==> config.mk <==
export PLATFORM = sky130hd
export DESIGN_NAME = mask_boundary_extract_top
export DESIGN_NICKNAME = d
export VERILOG_FILES = /design/src/design/mbe_pkg.sv /design/src/design/mask_boundary_extract_top.sv /design/src/design/mbe_flag_ram.sv /design/src/design/mbe_seq.sv
export SDC_FILE = /design/constraint.sdc
export NUM_CORES = 2
export LEC_CHECK = 0
export BUFFER_PORTS_ARGS = -buffer_cell sky130_fd_sc_hd__buf_4
export CAP_MARGIN = 20
export CORE_ASPECT_RATIO = 0.5
export CORE_MARGIN = 2
export CORE_UTILIZATION = 35
export DETAILED_ROUTE_END_ITERATION = 16
export SLEW_MARGIN = 5
export SYNTH_ARGS = -nofsm -noshare
export SYNTH_HDL_FRONTEND = slang
export SYNTH_SLANG_ARGS = --single-unit
==> constraint.sdc <==
create_clock -name clk -period 23.7 [get_ports clk]
set_input_delay 2.37 -clock clk [delete_from_list [all_inputs] [get_ports clk]]
set_output_delay 2.37 -clock clk [all_outputs]
set_load 0.01 [all_outputs]
==> src/design/mbe_pkg.sv <==
package mbe_pkg;

	// Default frame limits; the top level hands these down as parameters.
	localparam int MAX_WIDTH_DEF  = 1024;
	localparam int MAX_HEIGHT_DEF = 1024;

	// Fixed widths of the configuration port and of the result fields.
	localparam int CFG_W     = 11;
	localparam int CFG_IDX_W = 1;
	localparam int OUT_W     = 10;
	localparam int ALPHA_W   = 8;

	// Register indexes on the configuration port.
	localparam logic [CFG_IDX_W-1:0] REG_FRAME_WIDTH  = 1'd0;
	localparam logic [CFG_IDX_W-1:0] REG_FRAME_HEIGHT = 1'd1;

	// Reset values of the size registers.
	localparam logic [CFG_W-1:0] FRAME_WIDTH_RST  = 11'd1024;
	localparam logic [CFG_W-1:0] FRAME_HEIGHT_RST = 11'd1024;

	// Input action codes.
	localparam logic ACT_PIXEL = 1'b0;
	localparam logic ACT_DRAIN = 1'b1;

	// Per-beat control word from the position sequencer to the evaluation stage.
	typedef struct packed {
		logic             live;        // beat does work (not an idle drain)
		logic             drain;       // flushes one pixel of the last row
		logic             emit;        // beat produces a result
		logic             first_col;   // column 0: left neighbour is off-frame
		logic             last_col;    // last column: right neighbour is off-frame
		logic             top_row;     // described pixel lies on row 0
		logic             below_edge;  // pixel below lies outside the frame
		logic             cur;         // nonzero flag of the incoming pixel
		logic [OUT_W-1:0] col;         // column of the described pixel
		logic [OUT_W-1:0] row;         // row of the described pixel
	} mbe_item_t;

endpackage

==> src/design/mask_boundary_extract_top.sv <==
// Boundary extraction of a binary alpha mask, four-neighbour rule. Pixels
// enter in raster order, one per clock, and each beat returns at most one
// result: the verdict for the pixel one row above the pixel just taken, which
// leaves through stage one and then the result register after that pixel is
// accepted. Row 0 pixels give no result. After the last pixel of a frame,
// frame_width drain beats flush the last row, the final one flagged with
// frame_end; drain beats outside that window are swallowed. The nonzero
// flags of the two previous rows live in one line store of MAX_WIDTH flag
// pairs that is read when a beat is accepted and written back as the beat
// leaves stage one, with a write bypass covering narrow frames where both
// touch the same entry. Sustained rate is one beat per clock; the input
// stalls only while the evaluation stage is full and the result register is
// held by a stall downstream. There is no clearing pass after reset. Write the
// size registers only while no frame is in flight.
module mask_boundary_extract_top #(
	parameter int MAX_WIDTH  = mbe_pkg::MAX_WIDTH_DEF,
	parameter int MAX_HEIGHT = mbe_pkg::MAX_HEIGHT_DEF
) (
	input  logic                            clk,
	input  logic                            arst_n,
	// Configuration write port
	input  logic                            cfg_we,
	input  logic [mbe_pkg::CFG_IDX_W-1:0]   cfg_index,
	input  logic [mbe_pkg::CFG_W-1:0]       cfg_data,
	// Pixel channel
	input  logic                            pixel_valid,
	output logic                            pixel_stall,
	input  logic                            action,
	input  logic [mbe_pkg::ALPHA_W-1:0]     pixel_alpha,
	// Result channel
	output logic                            result_valid,
	input  logic                            result_stall,
	output logic                            edge_on,
	output logic [mbe_pkg::OUT_W-1:0]       out_col,
	output logic [mbe_pkg::OUT_W-1:0]       out_row,
	output logic                            frame_end
);

	localparam int CW = $clog2(MAX_WIDTH);

	logic [mbe_pkg::CFG_W-1:0] frame_width_q, frame_height_q;

	mbe_pkg::mbe_item_t item, item_s1;
	logic [CW-1:0]      rd_addr_a, rd_addr_b, waddr_s1;
	logic [1:0]         rd_pair;
	logic               rd_mid_b;
	logic               s1_valid_q, s1_adv, take, mem_we;
	logic               left_q;
	logic               old_mid, lft, rgt, up, down, edge_d;

	logic                      res_valid_q, edge_q, end_q;
	logic [mbe_pkg::OUT_W-1:0] col_q, row_q;

	// Size registers.
	always_ff @(posedge clk or negedge arst_n) begin
		if (!arst_n) begin
			frame_width_q  <= mbe_pkg::FRAME_WIDTH_RST;
			frame_height_q <= mbe_pkg::FRAME_HEIGHT_RST;
		end else if (cfg_we) begin
			case (cfg_index)
				mbe_pkg::REG_FRAME_WIDTH:  frame_width_q  <= cfg_data;
				mbe_pkg::REG_FRAME_HEIGHT: frame_height_q <= cfg_data;
				default: ;
			endcase
		end
	end

	// Handshake: the evaluation stage moves on when the result register is free.
	assign s1_adv      = !res_valid_q || !result_stall;
	assign pixel_stall = s1_valid_q && !s1_adv;
	assign take        = pixel_valid && !pixel_stall;

	mbe_seq #(
		.MAX_WIDTH  (MAX_WIDTH),
		.MAX_HEIGHT (MAX_HEIGHT)
	) u_seq (
		.clk          (clk),
		.arst_n       (arst_n),
		.take         (take),
		.action       (action),
		.pixel_alpha  (pixel_alpha),
		.frame_width  (frame_width_q),
		.frame_height (frame_height_q),
		.item         (item),
		.rd_addr_a    (rd_addr_a),
		.rd_addr_b    (rd_addr_b)
	);

	// Pixel beats write back the shifted flag pair as they leave stage one.
	assign mem_we = s1_valid_q && s1_adv && !item_s1.drain;

	mbe_flag_ram #(
		.DEPTH (MAX_WIDTH)
	) u_ram (
		.clk         (clk),
		.rd_en       (take),
		.rd_addr_a   (rd_addr_a),
		.rd_addr_b   (rd_addr_b),
		.rd_pair_a_q (rd_pair),
		.rd_mid_b_q  (rd_mid_b),
		.wr_en       (mem_we),
		.wr_addr     (waddr_s1),
		.wr_pair     ({old_mid, item_s1.cur})
	);

	// Stage one: control word waits beside the line store read. It loads
	// whenever it is empty or its beat moves on.
	always_ff @(posedge clk or negedge arst_n) begin
		if (!arst_n) begin
			s1_valid_q <= 1'b0;
		end else if (!pixel_stall) begin
			s1_valid_q <= take && item.live;
		end
	end

	always_ff @(posedge clk) begin
		if (take) begin
			item_s1  <= item;
			waddr_s1 <= rd_addr_a;
		end
	end

	// Previous-row flag of the column to the left, kept as the store is overwritten.
	always_ff @(posedge clk or negedge arst_n) begin
		if (!arst_n) begin
			left_q <= 1'b0;
		end else if (mem_we) begin
			left_q <= old_mid;
		end
	end

	// Boundary decision for the described pixel.
	always_comb begin
		old_mid = rd_pair[0];
		lft     = item_s1.first_col || !left_q;
		rgt     = item_s1.last_col || !rd_mid_b;
		up      = item_s1.top_row || !rd_pair[1];
		down    = item_s1.below_edge || !item_s1.cur;
		if (item_s1.drain) begin
			edge_d = old_mid;
		end else begin
			edge_d = old_mid && (lft || rgt || up || down);
		end
	end

	// Result register.
	always_ff @(posedge clk or negedge arst_n) begin
		if (!arst_n) begin
			res_valid_q <= 1'b0;
		end else if (s1_adv) begin
			res_valid_q <= s1_valid_q && item_s1.emit;
		end
	end

	always_ff @(posedge clk) begin
		if (s1_adv && s1_valid_q && item_s1.emit) begin
			edge_q <= edge_d;
			col_q  <= item_s1.col;
			row_q  <= item_s1.row;
			end_q  <= item_s1.drain && item_s1.last_col;
		end
	end

	assign result_valid = res_valid_q;
	assign edge_on      = edge_q;
	assign out_col      = col_q;
	assign out_row      = row_q;
	assign frame_end    = end_q;

	// A blocked stage one keeps its beat unchanged.
	a_s1_hold: assert property (@(posedge clk) disable iff (!arst_n)
		(s1_valid_q && !s1_adv) |=> (s1_valid_q && $stable(item_s1)))
		else $error("stage one lost or changed a blocked beat");

	// Every drain beat that reaches stage one yields a result.
	a_drain_emits: assert property (@(posedge clk) disable iff (!arst_n)
		(s1_valid_q && item_s1.drain) |-> item_s1.emit)
		else $error("drain beat without a result");

	// The input only stalls while stage one is full and the result register is held by a stall.
	a_stall_cause: assert property (@(posedge clk) disable iff (!arst_n)
		pixel_stall |-> (s1_valid_q && res_valid_q && result_stall))
		else $error("input stalled with room downstream");

endmodule

==> src/design/mbe_flag_ram.sv <==
// Line store of flag pairs: bit 1 holds the flag two rows back, bit 0 the
// flag of the previous row. One write port, two registered read ports. A
// read at the address being written in the same cycle returns the new data.
module mbe_flag_ram #(
	parameter int DEPTH = mbe_pkg::MAX_WIDTH_DEF,
	localparam int AW = $clog2(DEPTH)
) (
	input  logic          clk,
	input  logic          rd_en,
	input  logic [AW-1:0] rd_addr_a,
	input  logic [AW-1:0] rd_addr_b,
	output logic [1:0]    rd_pair_a_q,
	output logic          rd_mid_b_q,
	input  logic          wr_en,
	input  logic [AW-1:0] wr_addr,
	input  logic [1:0]    wr_pair
);

	logic [1:0] mem [DEPTH];

	// Write port.
	always_ff @(posedge clk) begin
		if (wr_en) begin
			mem[wr_addr] <= wr_pair;
		end
	end

	// Read ports with write-first bypass.
	always_ff @(posedge clk) begin
		if (rd_en) begin
			if (wr_en && (wr_addr == rd_addr_a)) begin
				rd_pair_a_q <= wr_pair;
			end else begin
				rd_pair_a_q <= mem[rd_addr_a];
			end
			if (wr_en && (wr_addr == rd_addr_b)) begin
				rd_mid_b_q <= wr_pair[0];
			end else begin
				rd_mid_b_q <= mem[rd_addr_b][0];
			end
		end
	end

endmodule

==> src/design/mbe_seq.sv <==
// Position sequencer: tracks the raster position of the next pixel and the
// drain of the last row, forms the line store addresses and the control word
// for each beat, and advances when a beat is taken.
module mbe_seq #(
	parameter int MAX_WIDTH  = mbe_pkg::MAX_WIDTH_DEF,
	parameter int MAX_HEIGHT = mbe_pkg::MAX_HEIGHT_DEF,
	localparam int CW = $clog2(MAX_WIDTH)
) (
	input  logic                         clk,
	input  logic                         arst_n,
	input  logic                         take,
	input  logic                         action,
	input  logic [mbe_pkg::ALPHA_W-1:0]  pixel_alpha,
	input  logic [mbe_pkg::CFG_W-1:0]    frame_width,
	input  logic [mbe_pkg::CFG_W-1:0]    frame_height,
	output mbe_pkg::mbe_item_t           item,
	output logic [CW-1:0]                rd_addr_a,
	output logic [CW-1:0]                rd_addr_b
);

	localparam int RW  = (MAX_HEIGHT > 1) ? $clog2(MAX_HEIGHT) : 1;
	localparam int SW0 = $clog2(MAX_WIDTH + 1);
	localparam int SW1 = $clog2(MAX_HEIGHT + 1);
	localparam int SWA = (SW0 > SW1) ? SW0 : SW1;
	localparam int SW  = (SWA > mbe_pkg::CFG_W) ? SWA : mbe_pkg::CFG_W;

	logic [CW-1:0] in_col_q;
	logic [RW-1:0] in_row_q;
	logic [CW-1:0] drain_col_q;
	logic [RW-1:0] drain_row_q;
	logic          draining_q;

	logic [SW-1:0] fw_x, fh_x, w_eff, h_eff;
	logic [SW-1:0] col_x, row_x, dcol_x, drow_x, row_m1;
	logic          last_col, last_row, last_dcol, is_drain;

	// Clamp the size registers to the supported range.
	always_comb begin
		fw_x = SW'(frame_width);
		fh_x = SW'(frame_height);
		if (fw_x == '0) begin
			w_eff = SW'(1);
		end else if (fw_x > SW'(MAX_WIDTH)) begin
			w_eff = SW'(MAX_WIDTH);
		end else begin
			w_eff = fw_x;
		end
		if (fh_x == '0) begin
			h_eff = SW'(1);
		end else if (fh_x > SW'(MAX_HEIGHT)) begin
			h_eff = SW'(MAX_HEIGHT);
		end else begin
			h_eff = fh_x;
		end
	end

	// Position decode. The pixel counters are zero while the last row drains.
	always_comb begin
		is_drain  = (action == mbe_pkg::ACT_DRAIN);
		col_x     = SW'(in_col_q);
		row_x     = SW'(in_row_q);
		dcol_x    = SW'(drain_col_q);
		drow_x    = SW'(drain_row_q);
		row_m1    = row_x - SW'(1);
		last_col  = (col_x + SW'(1)) >= w_eff;
		last_row  = (row_x + SW'(1)) >= h_eff;
		last_dcol = (dcol_x + SW'(1)) >= w_eff;
	end

	// Control word and line store addresses for the beat on offer.
	always_comb begin
		item.cur = (pixel_alpha != '0);
		if (is_drain) begin
			item.live       = draining_q;
			item.drain      = 1'b1;
			item.emit       = 1'b1;
			item.first_col  = (drain_col_q == '0);
			item.last_col   = last_dcol;
			item.top_row    = (drain_row_q == '0);
			item.below_edge = 1'b1;
			item.col        = dcol_x[mbe_pkg::OUT_W-1:0];
			item.row        = drow_x[mbe_pkg::OUT_W-1:0];
			rd_addr_a       = drain_col_q;
		end else begin
			item.live       = 1'b1;
			item.drain      = 1'b0;
			item.emit       = (in_row_q != '0);
			item.first_col  = (in_col_q == '0);
			item.last_col   = last_col;
			item.top_row    = (in_row_q == RW'(1));
			item.below_edge = (row_x >= h_eff);
			item.col        = col_x[mbe_pkg::OUT_W-1:0];
			item.row        = row_m1[mbe_pkg::OUT_W-1:0];
			rd_addr_a       = in_col_q;
		end
		if (in_col_q == CW'(MAX_WIDTH - 1)) begin
			rd_addr_b = '0;
		end else begin
			rd_addr_b = in_col_q + CW'(1);
		end
	end

	// Advance the position on each beat taken.
	always_ff @(posedge clk or negedge arst_n) begin
		if (!arst_n) begin
			in_col_q    <= '0;
			in_row_q    <= '0;
			drain_col_q <= '0;
			drain_row_q <= '0;
			draining_q  <= 1'b0;
		end else if (take) begin
			if (is_drain) begin
				if (draining_q) begin
					if (last_dcol) begin
						draining_q  <= 1'b0;
						drain_col_q <= '0;
					end else begin
						drain_col_q <= drain_col_q + CW'(1);
					end
				end
			end else begin
				draining_q  <= 1'b0;
				drain_col_q <= '0;
				if (last_col) begin
					in_col_q <= '0;
					if (last_row) begin
						draining_q  <= 1'b1;
						drain_row_q <= in_row_q;
						in_row_q    <= '0;
					end else begin
						in_row_q <= in_row_q + RW'(1);
					end
				end else begin
					in_col_q <= in_col_q + CW'(1);
				end
			end
		end
	end

endmodule
* After elaboration in Yosys (flattened, before gate mapping) *
Memories as Yosys holds them, arrays and structs flattened. A register that Yosys moved wholly into a read port is not among the register bits.
Index checks and enable logic that the tools add are counted.

word-level totals
  register bits after elaboration = 126
  memory bits (writable) = 2048
  input port bits = 26
  output and inout bits = 24
  word-level logic and storage cells = 107
  memories kept = 1

memories
  name       depth  width  rd ports  clocked after memory_dff  write ports  line                text
  u_ram.mem  1024   2      2         1                         1            mbe_flag_ram.sv:19  logic [1:0] mem [DEPTH];

operators by class
  add/subtract/negate cells = 7
  magnitude comparators = 6
  equality and inequality tests = 4
  multiplexer cells = 22
  bitwise operators = 2
  reductions and logical operators = 40

operators with widths
  cell                     number
  $mux W10                 7
  $mux W11                 4
  $add A10 B1 Y11 const B  3
  $ge A11 B11 Y1           3
  $add A10 B1 Y10 const B  3
  $logic_not A10 Y1        3
  $gt A11 B11 Y1 const B   2
  $logic_not A11 Y1        2
  $mux W20                 1
  $ge A10 B11 Y1           1
  $eq A10 B1 Y1 const B    1
  $eq A10 B10 Y1           1
  $eq A10 B10 Y1 const B   1
  $logic_and A1 B1 Y1      10
  $reduce_bool A10 Y1      1
  $sub A10 B1 Y10 const B  1
  $logic_not A1 Y1         9
  $mux W1                  9
  $logic_or A1 B1 Y1       8
  $reduce_and A2 Y1        4
  $reduce_bool A8 Y1       1
  $mux W7                  1
  $reduce_and A4 Y1        1
  $reduce_and A3 Y1        1
  other kinds (2)          3

* Logic depth before layout (Yosys ltp) *
  depth after elaboration = 7
  depth in mapped cells = 19
  mapped depth without buffers = 14

* Modules after synthesis *
From an unflattened synthesis, not the netlist that was laid out.

unflattened totals
  cells, all modules = 6040
  area total of the unflattened synthesis = 99504.2 um^2

by module, submodules not included
  module                     times used  cells each  area each (um^2)  sequential area each (um^2)
  mbe_flag_ram               1           5457        92754.0           61589.1
  mbe_seq                    1           457         3920.0            1026.0
  mask_boundary_extract_top  1           126         2830.2            2399.8

* Least setup slack after synthesis *
Ideal clock, no wire load.

  path kind = flip-flop to flip-flop
  start point = register u_ram.rd_pair_a_q[0] (read register of u_ram.mem)
  end point = memory u_ram.mem[0][1], data pin
  setup time = 2.679 ns
  arrival time = 12.060 ns
  required time = 21.021 ns
  slack = 8.961 ns
  cell stages (with the launch flop) = 1
  path buffers = 0
  period minus slack after synthesis = 14.739 ns
  cell sequence = edfxtp_1

RTL lines
  item             line                text
  start, declared  mbe_flag_ram.sv:12  output logic [1:0] rd_pair_a_q,
  end, declared    mbe_flag_ram.sv:19

Straight into the memory's write port.

* Final worst setup path *
  start point = input action
  end point = register u_ram.rd_pair_a_q[0] (read register of u_ram.mem), data pin

on the way
  word-level cells in the longest chain between the ends = 1

ends and longest elaborated chain
  item             line                             text
  start, declared  mask_boundary_extract_top.sv:28  input logic action,
  $mux W10         mbe_seq.sv:73                    if (is_drain) begin

No other way between the ends.
A chain may end at the register's enable or synchronous reset.

==> results.cfg <==
[logic_synthesis]
syn-num-nets = 9184
yosysMostFrequentCell = nand2_1
syn_area_per_cell_um2 = 11.2
synthesis.area_um2 = 102000
netlist_top_cells_count = nand2_1, edfxtp_1, nor2_1
synth_cell_types = 101
ys_seq_area_frac = 0.634
ys_seq_elements = 2166
yosysTopAreaCell = edfxtp_1
synth_ff_type = edfxtp_1
synth.area.top_cells = edfxtp_1, nand2_1, nor2_1
ys_async_sr_fraction = 0.0305
synth_edf_count = 2100
yosysWarnings = 0
syn-instance-count = 9107
yosysTopAreaCellShare = 0.618

[global_routing]
grt_max_degree = 243
overflow = 0
antenna_found_initial = 27
grt_pass1_wl_mm = 566
grt_usage = 0.264
grt_pass1_vias = 75400

[setup_path]
slowest_delay_ns = 0.80
path_depth = 15
reg2reg_depth = 15
worst_setup_path_end_kind = register
crit_top_cell = buf_4
arrival_ns = 8.59
worstReg2RegEnd = u_ram.rd_mid_b_q
r2r_slack_ns = 16.24
crit_end = u_ram.rd_pair_a_q[0]
cp_cell_sequence = buf_4, mux2i_4, buf_4, buf_4, buf_12, buf_4, buf_4, and3_1, a311oi_1, o31ai_1, o22ai_1, nor3_1, o22ai_1, a211oi_1, a2111oi_2
cp_max_fo = 115
cp_slowest_cell = nor3_1
startpoint_type = primary input
cp_top_family = buffers and inverters
worst-path-buf-inv = 6
worstSetupPathType = in -> reg
crit_start = action
rr_startpoint = u_seq.in_col_q[0]
required_ns = 24.34

[clock_network]
clk_pin_slew_worst_paths_ns = 0.06
ctsHoldBuffers = 0
cts_sinks = 2166
cts-root-buf = clkbuf_16
cts_tree = done
numCtsBuffers = 216
cts_max_level = 4
ctsResizeCount = 0
insertion_delay_ns = 0.91
postCtsSetupRepairBufs = 0
clock_path_buffers = 4

[timing]
hold_viol = 0
tightest_slew_ns = 1.30
skew_ns = 0.0683
fin_setup_tns_ns = 0
slew_viol_final = 0
grt_setup_unrepaired = false
slew_headroom = 0.134
finalSetupViolations = 0
fmax_ghz = 0.126
fin_crit_sh = 0.336
final.min_clock_period_ns = 7.95

[layout]
utilization = 0.390
nets = 8931
area_growth_pct = 11.0
drive_above_1_share = 0.0945

[job]
max_cap_viol_count = 0

[place]
place.gp.congestion = 0.931
portBuffers = 49
dp_hpwl_mm = 229

[detailed_routing]
dr.first_iter.drc_count = 15100
drc_errors = 0
ant_nets = 0
wl_per_cell_um = 31.5
vias_per_cell = 6.26
dr.pass1.iters = 6
drt-total-wl_mm = 408
vias = 80900

[die]
io-pin-count = 50
rows = 140
die_area_um2 = 296000
coreArea_um2 = 291000
start_util = 0.351
fp.dieH_um = 386
die_w_um = 768

[power_and_ir_drop]
p_per_area_nw_per_um2 = 108
vdd_drop_max_v = 0.000142
p_leak_nw = 37.2

[hold_path]
hp-class = reg -> reg

[status]
status = complete, no violations
## area by class of cell
class / count / area, um^2
fillers: 27800 / 177000
clock buffers: 257 / 5700
diodes: 16 / 40.0
repair buffers: 311 / 2670
clock inverters: 120 / 1060
flip-flops and latches: 2166 / 64700
multi-input cells: 6117 / 34100
well taps: 3905 / 4890
inverters: 42 / 201
## through the flow
step	hold slack (ns)	setup slack, ns	std cells	power, mW	area (um^2)
2_1_floorplan	0.400	8.96	9107	7.03	102000
3_3_place_gp	0.408	14.80	12500	8.59	106000
3_5_place_dp	0.406	15.02	12500	8.61	106000
4_1_cts	0.420	15.94	12900	12.0	113000
5_1_grt	0.424	15.71	12900	12.4	113000
6_report	0.418	15.75	12900	12.2	113000
## per-layer routing
layer  GRT usage  vias up  part of all wire
li1            -    32800                 -
met4       0.147       26             0.062
met3      0.0832     1238              0.15
met5           0        -           0.00040
met1       0.347    40200              0.37
met2       0.388     6668              0.42
## flip-flops by register name (all words and copies together), names as in the netlist, 2 cells and up
register and cells:
u_seq.in_row_q 10, out_col 10, u_seq.drain_col_q 10, out_row 10, frame_width_q 11, u_ram.rd_pair_a_q 2, u_ram.mem 2048, u_seq.in_col_q 10
u_seq.drain_row_q 10, item_s1 27, frame_height_q 11
## worst min path at each step
stage	from	endpoint	slack, ns	cells after the start
after floorplan	item_s1[0]	out_row[0]	0.40	0
after global placement	item_s1[7]	out_row[7]	0.41	0
after detailed placement	item_s1[7]	out_row[7]	0.41	0
after CTS	item_s1[7]	out_row[7]	0.42	0
after global routing	item_s1[8]	out_row[8]	0.42	0
final	item_s1[7]	out_row[7]	0.42	0
## logic make-up after synthesis
logic type	count (synthesis)	share of synthesized area
and+or+nand+nor	4453	0.184
AOI/OAI and AO/OA	1088	0.0782
adders and majority gates	51	0.00625
DFF	2166	0.634
muxes	479	0.0571
buffers and inverters	824	0.0366
xor gates and xnor gates	46	0.00409
## placed cells by master, fill, tap and decap left out, drive strengths merged, types with 41 or more instances in the layout
master and count:
clkinv 98, dfrtp 64, nor2 1141, a31oi 101
edfxtp 2100, ha 51, o31ai 41, and3 178
mux2i 345, a21oi 137, nor3 104, nand4 47
o22ai 54, nand3 717, o21ai 161, buf 308
mux4 76, o221ai 65, a311oi 245, mux2 58
nand2 2130, clkbuf 260, nor4 47
## report_power, final
part           switching (mW)  internal, mW  leakage, nW
Clock                    1.52          1.91         3.31
Sequential             0.0588          4.43         19.4
Combinational            3.20          1.07         14.5
No activity file was read; power rests on OpenSTA's default activity.
